## src/dfwl_pkg.sv

```systemverilog
package dfwl_pkg;

    // Frame layout
    localparam int TUNING_BITS  = 32;
    localparam int CONTROL_BITS = 8;
    localparam int FRAME_BITS   = TUNING_BITS + CONTROL_BITS;
    localparam int IDX_W        = 6;

    // Frequency limits and sweep position saturation
    localparam int             KHZ_W    = 16;
    localparam int             POS_W    = 17;
    localparam logic [POS_W-1:0] MAX_KHZ = 17'd40000;
    localparam logic [POS_W-1:0] POS_MAX = 17'h1FFFF;

    // Control bytes
    localparam logic [CONTROL_BITS-1:0] CTRL_RUN        = 8'h00;
    localparam logic [CONTROL_BITS-1:0] CTRL_POWER_DOWN = 8'h20;

    // Tuning word = f * 2^32 / 125000 = f * 34359 + floor(f * 11537 / 15625).
    // The fractional part is a reciprocal multiply: floor(x / 15625) equals
    // (x * 1125899907) >> 44 for every x below 2^30.
    localparam int                 X_W           = 30;
    localparam int                 RECIP_W       = 31;
    localparam int                 PROD_W        = X_W + RECIP_W + 1;
    localparam int                 RECIP_SHIFT   = 44;
    localparam logic [TUNING_BITS-1:0] WORD_INT_MUL  = 32'd34359;
    localparam logic [X_W-1:0]     WORD_FRAC_MUL = 30'd11537;
    localparam logic [PROD_W-1:0]  RECIP_MUL     = 62'd1125899907;

    // Command queue depth between front and back
    localparam int QUEUE_DEPTH = 4;

    typedef enum logic [2:0] {
        ACT_SET_FREQ    = 3'd0,
        ACT_POWER_DOWN  = 3'd1,
        ACT_RESET       = 3'd2,
        ACT_SWEEP_START = 3'd3,
        ACT_SWEEP_NEXT  = 3'd4
    } t_action;

    typedef enum logic [1:0] {
        KIND_DATA       = 2'd0,
        KIND_RESET      = 2'd1,
        KIND_RANGE_ERR  = 2'd2,
        KIND_SWEEP_DONE = 2'd3
    } t_kind;

    typedef enum logic [1:0] {
        CFG_SWEEP_START = 2'd0,
        CFG_SWEEP_STOP  = 2'd1,
        CFG_SWEEP_STEP  = 2'd2
    } t_cfg_reg;

    typedef enum logic [2:0] {
        ST_IDLE,
        ST_FETCH,
        ST_MUL,
        ST_SUM,
        ST_SHIFT,
        ST_SINGLE
    } t_back_state;

    // One classified command, as handed from front to back
    typedef struct packed {
        logic             frame;
        t_kind            kind;
        logic             power_down;
        logic [KHZ_W-1:0] khz;
        logic [KHZ_W-1:0] stored;
        logic             running;
    } t_job;

endpackage

```

## src/dfwl_front.sv

```systemverilog
module dfwl_front (
    input  logic                         i_clk,
    input  logic                         i_rst_n,
    input  logic                         i_cfg_we,
    input  logic [1:0]                   i_cfg_idx,
    input  logic [dfwl_pkg::KHZ_W-1:0]   i_cfg_data,
    input  logic                         i_push,
    input  logic [2:0]                   i_action,
    input  logic [dfwl_pkg::KHZ_W-1:0]   i_freq_khz,
    input  logic                         i_q_full,
    output logic                         o_q_push,
    output dfwl_pkg::t_job               o_job
);

    logic [dfwl_pkg::KHZ_W-1:0] r_start;
    logic [dfwl_pkg::KHZ_W-1:0] r_stop;
    logic [dfwl_pkg::KHZ_W-1:0] r_step;
    logic [dfwl_pkg::KHZ_W-1:0] r_current_khz;
    logic [dfwl_pkg::KHZ_W-1:0] n_current_khz;
    logic [dfwl_pkg::POS_W-1:0] r_sweep_pos;
    logic [dfwl_pkg::POS_W-1:0] n_sweep_pos;
    logic                       r_sweep_active;
    logic                       n_sweep_active;
    logic [dfwl_pkg::POS_W:0]   step_sum;
    logic                       accept;
    logic                       job_valid;
    logic                       use_point;
    dfwl_pkg::t_job             job;

    assign accept   = i_push & ~i_q_full;
    assign step_sum = {1'b0, r_sweep_pos} + {2'b0, r_step};

    // Configuration registers
    always_ff @(posedge i_clk) begin
        if (!i_rst_n) begin
            r_start <= '0;
            r_stop  <= '0;
            r_step  <= '0;
        end else if (i_cfg_we) begin
            case (i_cfg_idx)
                dfwl_pkg::CFG_SWEEP_START: r_start <= i_cfg_data;
                dfwl_pkg::CFG_SWEEP_STOP:  r_stop  <= i_cfg_data;
                dfwl_pkg::CFG_SWEEP_STEP:  r_step  <= i_cfg_data;
                default: ;
            endcase
        end
    end

    // Classify the command and work out the state it leaves
    always_comb begin
        n_current_khz  = r_current_khz;
        n_sweep_pos    = r_sweep_pos;
        n_sweep_active = r_sweep_active;
        job_valid      = 1'b0;
        use_point      = 1'b0;
        job.frame      = 1'b0;
        job.kind       = dfwl_pkg::KIND_DATA;
        job.power_down = 1'b0;
        job.khz        = '0;
        case (i_action)
            dfwl_pkg::ACT_SET_FREQ: begin
                job_valid = 1'b1;
                if ({1'b0, i_freq_khz} > dfwl_pkg::MAX_KHZ) begin
                    job.kind = dfwl_pkg::KIND_RANGE_ERR;
                end else begin
                    job.frame     = 1'b1;
                    job.khz       = i_freq_khz;
                    n_current_khz = i_freq_khz;
                end
            end
            dfwl_pkg::ACT_POWER_DOWN: begin
                job_valid      = 1'b1;
                job.frame      = 1'b1;
                job.power_down = 1'b1;
            end
            dfwl_pkg::ACT_RESET: begin
                job_valid = 1'b1;
                job.kind  = dfwl_pkg::KIND_RESET;
            end
            dfwl_pkg::ACT_SWEEP_START: begin
                job_valid      = 1'b1;
                n_sweep_pos    = {1'b0, r_start};
                n_sweep_active = 1'b1;
                use_point      = 1'b1;
            end
            dfwl_pkg::ACT_SWEEP_NEXT: begin
                job_valid = 1'b1;
                if (!r_sweep_active) begin
                    job.kind = dfwl_pkg::KIND_SWEEP_DONE;
                end else begin
                    // saturate at the top of the position range
                    n_sweep_pos = step_sum[dfwl_pkg::POS_W] ? dfwl_pkg::POS_MAX
                                                            : step_sum[dfwl_pkg::POS_W-1:0];
                    use_point   = 1'b1;
                end
            end
            default: ;
        endcase

        // Sweep point: past stop, out of range, or programmed
        if (use_point) begin
            if (n_sweep_pos > {1'b0, r_stop}) begin
                n_sweep_active = 1'b0;
                job.kind       = dfwl_pkg::KIND_SWEEP_DONE;
            end else if (n_sweep_pos > dfwl_pkg::MAX_KHZ) begin
                n_sweep_active = 1'b0;
                job.kind       = dfwl_pkg::KIND_RANGE_ERR;
            end else begin
                job.frame     = 1'b1;
                job.khz       = n_sweep_pos[dfwl_pkg::KHZ_W-1:0];
                n_current_khz = n_sweep_pos[dfwl_pkg::KHZ_W-1:0];
            end
        end
        job.stored  = n_current_khz;
        job.running = n_sweep_active;
    end

    // Loader state
    always_ff @(posedge i_clk) begin
        if (!i_rst_n) begin
            r_current_khz  <= '0;
            r_sweep_pos    <= '0;
            r_sweep_active <= 1'b0;
        end else if (accept) begin
            r_current_khz  <= n_current_khz;
            r_sweep_pos    <= n_sweep_pos;
            r_sweep_active <= n_sweep_active;
        end
    end

    assign o_q_push = accept & job_valid;
    assign o_job    = job;

endmodule

```

## src/dfwl_queue.sv

```systemverilog
module dfwl_queue #(
    parameter int DEPTH = dfwl_pkg::QUEUE_DEPTH
) (
    input  logic           i_clk,
    input  logic           i_rst_n,
    input  logic           i_push,
    input  dfwl_pkg::t_job i_data,
    output logic           o_full,
    input  logic           i_pop,
    output logic           o_empty,
    output dfwl_pkg::t_job o_data
);

    localparam int AW = (DEPTH > 1) ? $clog2(DEPTH) : 1;
    localparam int CW = $clog2(DEPTH + 1);

    dfwl_pkg::t_job r_mem [DEPTH];
    dfwl_pkg::t_job r_rd_data;
    logic [AW-1:0]  r_wr_ptr;
    logic [AW-1:0]  r_rd_ptr;
    logic [CW-1:0]  r_count;

    assign o_full  = (r_count == CW'(DEPTH));
    assign o_empty = (r_count == '0);
    assign o_data  = r_rd_data;

    // Storage; read data is registered on the pop and lands in the cycle after it
    always_ff @(posedge i_clk) begin
        if (i_push) begin
            r_mem[r_wr_ptr] <= i_data;
        end
        if (i_pop) begin
            r_rd_data <= r_mem[r_rd_ptr];
        end
    end

    // Pointers and fill level
    always_ff @(posedge i_clk) begin
        if (!i_rst_n) begin
            r_wr_ptr <= '0;
            r_rd_ptr <= '0;
            r_count  <= '0;
        end else begin
            if (i_push) begin
                r_wr_ptr <= (r_wr_ptr == AW'(DEPTH - 1)) ? '0 : r_wr_ptr + AW'(1);
            end
            if (i_pop) begin
                r_rd_ptr <= (r_rd_ptr == AW'(DEPTH - 1)) ? '0 : r_rd_ptr + AW'(1);
            end
            case ({i_push, i_pop})
                2'b10:   r_count <= r_count + CW'(1);
                2'b01:   r_count <= r_count - CW'(1);
                default: r_count <= r_count;
            endcase
        end
    end

endmodule

```

## src/dfwl_back.sv

```systemverilog
module dfwl_back (
    input  logic                         i_clk,
    input  logic                         i_rst_n,
    input  logic                         i_q_empty,
    input  dfwl_pkg::t_job               i_q_data,
    output logic                         o_q_pop,
    input  logic                         i_pop,
    output logic                         o_empty,
    output logic [1:0]                   o_kind,
    output logic                         o_data_bit,
    output logic [dfwl_pkg::IDX_W-1:0]   o_bit_index,
    output logic                         o_latch,
    output logic                         o_last,
    output logic [dfwl_pkg::KHZ_W-1:0]   o_stored_freq,
    output logic                         o_sweep_running
);

    dfwl_pkg::t_back_state               r_state;
    dfwl_pkg::t_back_state               n_state;
    dfwl_pkg::t_job                      r_job;
    logic [dfwl_pkg::TUNING_BITS-1:0]    r_base;
    logic [dfwl_pkg::X_W-1:0]            r_x;
    logic [dfwl_pkg::PROD_W-1:0]         r_prod;
    logic [dfwl_pkg::FRAME_BITS-1:0]     r_shift;
    logic [dfwl_pkg::IDX_W-1:0]          r_idx;
    logic                                frame_end;
    logic                                out_free;
    logic                                load_out;

    logic                                r_out_valid;
    dfwl_pkg::t_kind                     r_kind;
    logic                                r_data_bit;
    logic [dfwl_pkg::IDX_W-1:0]          r_bit_index;
    logic                                r_latch;
    logic                                r_last;
    logic [dfwl_pkg::KHZ_W-1:0]          r_stored;
    logic                                r_running;

    assign out_free  = ~r_out_valid | i_pop;
    assign frame_end = (r_idx == dfwl_pkg::IDX_W'(dfwl_pkg::FRAME_BITS - 1));

    // State register
    always_ff @(posedge i_clk) begin
        if (!i_rst_n) begin
            r_state <= dfwl_pkg::ST_IDLE;
        end else begin
            r_state <= n_state;
        end
    end

    // Next state, queue pop and result load
    always_comb begin
        n_state  = r_state;
        o_q_pop  = 1'b0;
        load_out = 1'b0;
        case (r_state)
            dfwl_pkg::ST_IDLE: begin
                if (!i_q_empty) begin
                    o_q_pop = 1'b1;
                    n_state = dfwl_pkg::ST_FETCH;
                end
            end
            dfwl_pkg::ST_FETCH: begin
                n_state = i_q_data.frame ? dfwl_pkg::ST_MUL : dfwl_pkg::ST_SINGLE;
            end
            dfwl_pkg::ST_MUL: begin
                n_state = dfwl_pkg::ST_SUM;
            end
            dfwl_pkg::ST_SUM: begin
                n_state = dfwl_pkg::ST_SHIFT;
            end
            dfwl_pkg::ST_SHIFT: begin
                if (out_free) begin
                    load_out = 1'b1;
                    if (frame_end) begin
                        n_state = dfwl_pkg::ST_IDLE;
                    end
                end
            end
            dfwl_pkg::ST_SINGLE: begin
                if (out_free) begin
                    load_out = 1'b1;
                    n_state  = dfwl_pkg::ST_IDLE;
                end
            end
            default: begin
                n_state = dfwl_pkg::ST_IDLE;
            end
        endcase
    end

    // Tuning word datapath and frame shifter
    always_ff @(posedge i_clk) begin
        case (r_state)
            dfwl_pkg::ST_FETCH: begin
                r_job  <= i_q_data;
                r_base <= dfwl_pkg::TUNING_BITS'(i_q_data.khz) * dfwl_pkg::WORD_INT_MUL;
                r_x    <= dfwl_pkg::X_W'(i_q_data.khz) * dfwl_pkg::WORD_FRAC_MUL;
            end
            dfwl_pkg::ST_MUL: begin
                r_prod <= dfwl_pkg::PROD_W'(r_x) * dfwl_pkg::RECIP_MUL;
            end
            dfwl_pkg::ST_SUM: begin
                r_shift <= {(r_job.power_down ? dfwl_pkg::CTRL_POWER_DOWN : dfwl_pkg::CTRL_RUN),
                            r_base + dfwl_pkg::TUNING_BITS'(
                                r_prod[dfwl_pkg::PROD_W-1:dfwl_pkg::RECIP_SHIFT])};
                r_idx   <= '0;
            end
            dfwl_pkg::ST_SHIFT: begin
                if (out_free) begin
                    r_shift <= r_shift >> 1;
                    r_idx   <= r_idx + dfwl_pkg::IDX_W'(1);
                end
            end
            default: ;
        endcase
    end

    // Result register: holds the oldest result until transfer
    always_ff @(posedge i_clk) begin
        if (!i_rst_n) begin
            r_out_valid <= 1'b0;
        end else if (load_out) begin
            r_out_valid <= 1'b1;
        end else if (i_pop) begin
            r_out_valid <= 1'b0;
        end
    end

    always_ff @(posedge i_clk) begin
        if (load_out) begin
            r_stored  <= r_job.stored;
            r_running <= r_job.running;
            if (r_state == dfwl_pkg::ST_SHIFT) begin
                r_kind      <= dfwl_pkg::KIND_DATA;
                r_data_bit  <= r_shift[0];
                r_bit_index <= r_idx;
                r_latch     <= frame_end;
                r_last      <= frame_end;
            end else begin
                r_kind      <= r_job.kind;
                r_data_bit  <= 1'b0;
                r_bit_index <= '0;
                r_latch     <= (r_job.kind == dfwl_pkg::KIND_RESET);
                r_last      <= 1'b1;
            end
        end
    end

    assign o_empty         = ~r_out_valid;
    assign o_kind          = r_kind;
    assign o_data_bit      = r_data_bit;
    assign o_bit_index     = r_bit_index;
    assign o_latch         = r_latch;
    assign o_last          = r_last;
    assign o_stored_freq   = r_stored;
    assign o_sweep_running = r_running;

endmodule

```

## src/dds_frequency_word_loader_top.sv

```systemverilog
// Channel   Direction  Handshake             Fields
// command   in         push / full           i_action, i_freq_khz
// result    out        empty / pop           o_kind .. o_sweep_running
// config    in         i_cfg_we (no wait)    i_cfg_idx, i_cfg_data
//
// A frame command occupies the back end for the dequeue, the tuning word (two short
// multiplies, the reciprocal multiply, the sum), then one bit per cycle for 40 bits while
// the result register has room. Single-result commands take a dequeue, a fetch and
// one result. The front takes a command every cycle while
// the command queue (QUEUE_DEPTH entries) has room; a stalled pop holds the shifter.
// Reset is synchronous, active low, and clears loader state, registers and queue.
module dds_frequency_word_loader_top #(
    parameter int QUEUE_DEPTH = dfwl_pkg::QUEUE_DEPTH
) (
    input  logic                         i_clk,
    input  logic                         i_rst_n,
    input  logic                         i_cfg_we,
    input  logic [1:0]                   i_cfg_idx,
    input  logic [dfwl_pkg::KHZ_W-1:0]   i_cfg_data,
    input  logic                         push,
    output logic                         full,
    input  logic [2:0]                   i_action,
    input  logic [dfwl_pkg::KHZ_W-1:0]   i_freq_khz,
    output logic                         empty,
    input  logic                         pop,
    output logic [1:0]                   o_kind,
    output logic                         o_data_bit,
    output logic [dfwl_pkg::IDX_W-1:0]   o_bit_index,
    output logic                         o_latch,
    output logic                         o_last,
    output logic [dfwl_pkg::KHZ_W-1:0]   o_stored_freq,
    output logic                         o_sweep_running
);

    logic           q_push;
    logic           q_full;
    logic           q_pop;
    logic           q_empty;
    dfwl_pkg::t_job q_in;
    dfwl_pkg::t_job q_out;

    assign full = q_full;

    // Command classification and loader state
    dfwl_front u_front (
        .i_clk      (i_clk),
        .i_rst_n    (i_rst_n),
        .i_cfg_we   (i_cfg_we),
        .i_cfg_idx  (i_cfg_idx),
        .i_cfg_data (i_cfg_data),
        .i_push     (push),
        .i_action   (i_action),
        .i_freq_khz (i_freq_khz),
        .i_q_full   (q_full),
        .o_q_push   (q_push),
        .o_job      (q_in)
    );

    // Job queue between front and back
    dfwl_queue #(
        .DEPTH (QUEUE_DEPTH)
    ) u_queue (
        .i_clk   (i_clk),
        .i_rst_n (i_rst_n),
        .i_push  (q_push),
        .i_data  (q_in),
        .o_full  (q_full),
        .i_pop   (q_pop),
        .o_empty (q_empty),
        .o_data  (q_out)
    );

    // Tuning word and serial frame generation
    dfwl_back u_back (
        .i_clk           (i_clk),
        .i_rst_n         (i_rst_n),
        .i_q_empty       (q_empty),
        .i_q_data        (q_out),
        .o_q_pop         (q_pop),
        .i_pop           (pop),
        .o_empty         (empty),
        .o_kind          (o_kind),
        .o_data_bit      (o_data_bit),
        .o_bit_index     (o_bit_index),
        .o_latch         (o_latch),
        .o_last          (o_last),
        .o_stored_freq   (o_stored_freq),
        .o_sweep_running (o_sweep_running)
    );

    // Never write into a full job queue
    a_queue_no_overflow: assert property (@(posedge i_clk) disable iff (!i_rst_n)
        q_push |-> !q_full)
        else $error("job written into full queue");

    // Non-data results are lone, zero-index results
    a_single_shape: assert property (@(posedge i_clk) disable iff (!i_rst_n)
        (!empty && o_kind != dfwl_pkg::KIND_DATA) |->
            (o_last && o_bit_index == '0 && !o_data_bit))
        else $error("malformed single result");

    // Only the power-down control bit can be set in the control byte
    a_control_byte: assert property (@(posedge i_clk) disable iff (!i_rst_n)
        (!empty && o_kind == dfwl_pkg::KIND_DATA && o_data_bit &&
         o_bit_index >= dfwl_pkg::IDX_W'(dfwl_pkg::TUNING_BITS)) |->
            (o_bit_index == dfwl_pkg::IDX_W'(dfwl_pkg::TUNING_BITS + 5)))
        else $error("unexpected control bit set");

    // Stored frequency is always an in-range programmed value
    a_stored_range: assert property (@(posedge i_clk) disable iff (!i_rst_n)
        !empty |-> ({1'b0, o_stored_freq} <= dfwl_pkg::MAX_KHZ))
        else $error("stored frequency out of range");

endmodule

```

## config.mk

```make
export PLATFORM = sky130hd
export DESIGN_NAME = dds_frequency_word_loader_top
export DESIGN_NICKNAME = d
export VERILOG_FILES = /design/src/dfwl_pkg.sv /design/src/dfwl_front.sv /design/src/dfwl_queue.sv /design/src/dfwl_back.sv /design/src/dds_frequency_word_loader_top.sv
export SDC_FILE = /design/constraint.sdc
export NUM_CORES = 2
export LEC_CHECK = 0
export BUFFER_PORTS_ARGS = -buffer_cell sky130_fd_sc_hd__buf_4
export CORE_MARGIN = 1.5
export CORE_UTILIZATION = 56
export CTS_CLUSTER_DIAMETER = 40
export DETAILED_ROUTE_END_ITERATION = 12
export GPL_ROUTABILITY_DRIVEN = 1
export PLACE_DENSITY = 0.79
export SYNTH_ARGS = -nofsm -noshare
export SYNTH_HDL_FRONTEND = slang
export SYNTH_SLANG_ARGS = --single-unit
```

## constraint.sdc

```tcl
create_clock -name i_clk -period 9 [get_ports i_clk]
set_clock_uncertainty 0.05 [all_clocks]
set_input_delay 1.8 -clock i_clk [delete_from_list [all_inputs] [get_ports i_clk]]
set_output_delay 1.8 -clock i_clk [all_outputs]
set_load 0.1 [all_outputs]
```

==> flow_summary.json <==
{
  "dr.pass1.iters": 6,
  "cts_sinks": 448,
  "async_reset_ff_share_pct": 0,
  "start_kind": "flop",
  "post-cts-setup-buffers": 0,
  "grt_antenna_before_repair": 0,
  "worst-path-buf-inv": 3,
  "synth-seq-area-share_pct": 31.2,
  "fill_cells": 5509,
  "worst_pin_slew_ns": 1.10,
  "reg2regPathDepth": 22,
  "post-synth-top-count-cell": "inv_1",
  "drv_slew": 0,
  "fin_crit_ns": 7.96,
  "routed_via_density": 5.61,
  "placed_area_mm2": 0.0418,
  "cap_violations": 0,
  "drive_gt1_share_pct": 7.28,
  "yosys-top-cells-count": "inv_1, ha_1, fa_1",
  "slew_headroom_pct": 26.8,
  "grt_pass1_vias": 27400,
  "slowest_delay_ns": 0.73,
  "cts_resized": 0,
  "drt_drc_violations_left": 0,
  "worstPathRequired_ns": 9.30,
  "synth_edf_count": 355,
  "mappedNetlistNets": 4655,
  "timing.rr.end": "u_back.r_prod[52]",
  "routabilityCongestion": 0.983,
  "arrival_ns": 8.27,
  "synth.distinct_cells": 97,
  "pin_count": 72,
  "yosys_warnings": 0,
  "hold_depth": 0,
  "die_w_um": 271,
  "ctsHoldBuffers": 0,
  "clk_pin_slew_ns": 0.06,
  "numPortBuffers": 71,
  "holdPathEnd": "u_back.r_job[3]",
  "grt.total_usage_pct": 25.6,
  "antenna_cells": 0,
  "htreeDepth": 2,
  "rrSetupSlack_ns": 1.04,
  "grt_first_pass_wirelength_um": 147000,
  "synthCells": 3591,
  "netlist_area_mm2": 0.0402,
  "ant_nets": 0,
  "period_share_pct": 88.5,
  "design_area_mm2": 0.0437,
  "path_delay_family": "adder cells",
  "core_area_mm2": 0.0712,
  "crit_path_max_fanout": 7,
  "cp-end-kind": "flop",
  "hold_viol": 0,
  "hold_class": "flop to flop",
  "numCtsBuffers": 59,
  "tns_ns": 0,
  "wire_per_inst_um": 19.5,
  "cpMostUsedCell": "fa_1",
  "synth_top_flop_cell": "edfxtp_1",
  "initial_utilization_pct": 56.4,
  "slowest_stage": "fa_1",
  "setup_viol": 0,
  "fp-row-count": 98,
  "via_count": 26222,
  "dieArea_mm2": 0.0734,
  "grt_max_degree": 96,
  "synth_top_cell_by_area": "edfxtp_1",
  "clockBufferDepth": 3,
  "rsz0062_at_grt": "false",
  "clock_latency_ns": 0.65,
  "r2r-start": "u_back.r_x[21]",
  "drtIter0Drc": 1718,
  "seqCellArea_mm2": 0.0125,
  "ys_top_cells_by_area": "edfxtp_1, fa_1, ha_1, inv_1, dfxtp_1",
  "min-delay-start": "u_queue.o_data[3]",
  "crit_chain": "fa_1 > inv_1 > fa_1 > fa_1 > fa_1 > inv_1 > fa_1 > fa_1 > fa_1 > ha_1 > ha_1 > nand3_1 > nor4_1 > buf_4 > nand4_1 > a21oi_1 > a21oi_1 > o31ai_1 > a21oi_1 > o21bai_1 > a21oi_1 > xnor2_1",
  "dp_hpwl_um": 72800,
  "cts_tree": "yes",
  "status": "finished clean",
  "ys_ff_latch": 448,
  "fp.dieH_um": 271,
  "yosysTopAreaCellShare_pct": 26.5,
  "grt_overflow_total": 0,
  "fmax_mhz": 126,
  "clock-root-buffer": "clkbuf_16",
  "crit_type": "flop to flop",
  "multi_input_area_mm2": 0.0246,
  "routed_wl_um": 91300,
  "nets": 4740,
  "synthToLayoutAreaGrowth_pct": 8.72,
  "syn_avg_cell_area_um2": 11.2
}
## cell families (layout without fill, tap and decap cells)
logic type | Yosys count | count (layout) | synth area share, %
compound gates | 537 | 537 | 9.32
flops | 448 | 448 | 31.2
fa+ha+maj | 1022 | 1022 | 39.8
mux | 58 | 58 | 2.60
buf+inv | 816 | 949 | 7.71
simple gates | 603 | 603 | 7.10
xor+xnor | 107 | 107 | 2.33
## layout by cell type (no fill, tap or decap), types with 60 or more instances in the layout
cell / netlist / routed
inv_1: 745 / 745
ha_1: 597 / 597
fa_1: 425 / 425
edfxtp_1: 355 / 355
nand2_1: 239 / 239
a21oi_1: 124 / 124
nor2_1: 122 / 121
buf_4: 1 / 94
dfxtp_1: 93 / 91
o21ai_0: 77 / 76
a21boi_0: 70 / 70
xnor2_1: 60 / 60
## metrics by stage
step	hold slack [ns]	utilization, %	std cells	setup WS (ns)
6_report	0.367	61.3	4674	1.04
5_1_grt	0.378	61.3	4674	0.652
4_1_cts	0.368	61.3	4674	1.03
3_5_place_dp	0.355	58.7	4565	0.981
3_3_place_gp	0.352	58.7	4565	1.22
2_1_floorplan	0.350	-	3591	1.59
## sequential cells by signal, indices dropped and copies added (netlist names), 2 cells and up
register / cells
u_queue.r_wr_ptr: 2
u_back.r_base: 31
u_front.r_start: 16
u_front.r_step: 16
u_front.r_sweep_pos: 17
u_queue.r_rd_ptr: 2
u_front.r_stop: 16
u_back.o_bit_index: 6
u_queue.o_data: 37
u_front.r_current_khz: 16
u_back.r_idx: 6
u_queue.r_count: 3
u_back.r_prod: 17
u_back.o_stored_freq: 16
u_back.o_kind: 2
u_back.r_shift: 38
u_back.r_state: 3
u_back.r_x: 30
u_back.r_job: 20
u_queue.r_mem: 148
## how the worst max path moves through the flow
stage	to	cells past startpoint	slack [ns]	startpoint
floorplan	u_back.r_prod[57]	25	1.59	u_back.r_x[9]
global placement	u_back.r_prod[52]	25	1.22	u_back.r_x[12]
detailed placement	u_back.r_prod[52]	25	0.98	u_back.r_x[12]
CTS	u_back.r_prod[52]	25	1.03	u_back.r_x[12]
global route	u_back.r_prod[52]	25	0.65	u_back.r_x[9]
finish	u_back.r_prod[52]	22	1.04	u_back.r_x[21]
## final cells by class
cell class / instances / area share [%]
Inverter: 746 / 6.41
Tap cell: 950 / 2.72
Timing Repair Buffer: 94 / 1.62
Clock buffer: 69 / 3.54
Clock inverter: 40 / 0.731
Multi-Input combinational cell: 2327 / 56.3
Sequential cell: 448 / 28.7
## layer usage
metal  global-route usage [%]  vias up  part of all wire [%]  routed length (um)
met5                        0        -                     0                   0
met4                     8.51        0                   3.5                3180
met3                     3.19      161                   5.4                4930
met2                     43.5      798                    49               44400
met1                     34.0    12963                    42               38800
li1                         -    12300                     -                   -
Power is left out: the tool's default activity adds up to more than one toggle a clock period on the data nets, which glitch-free logic cannot reach.
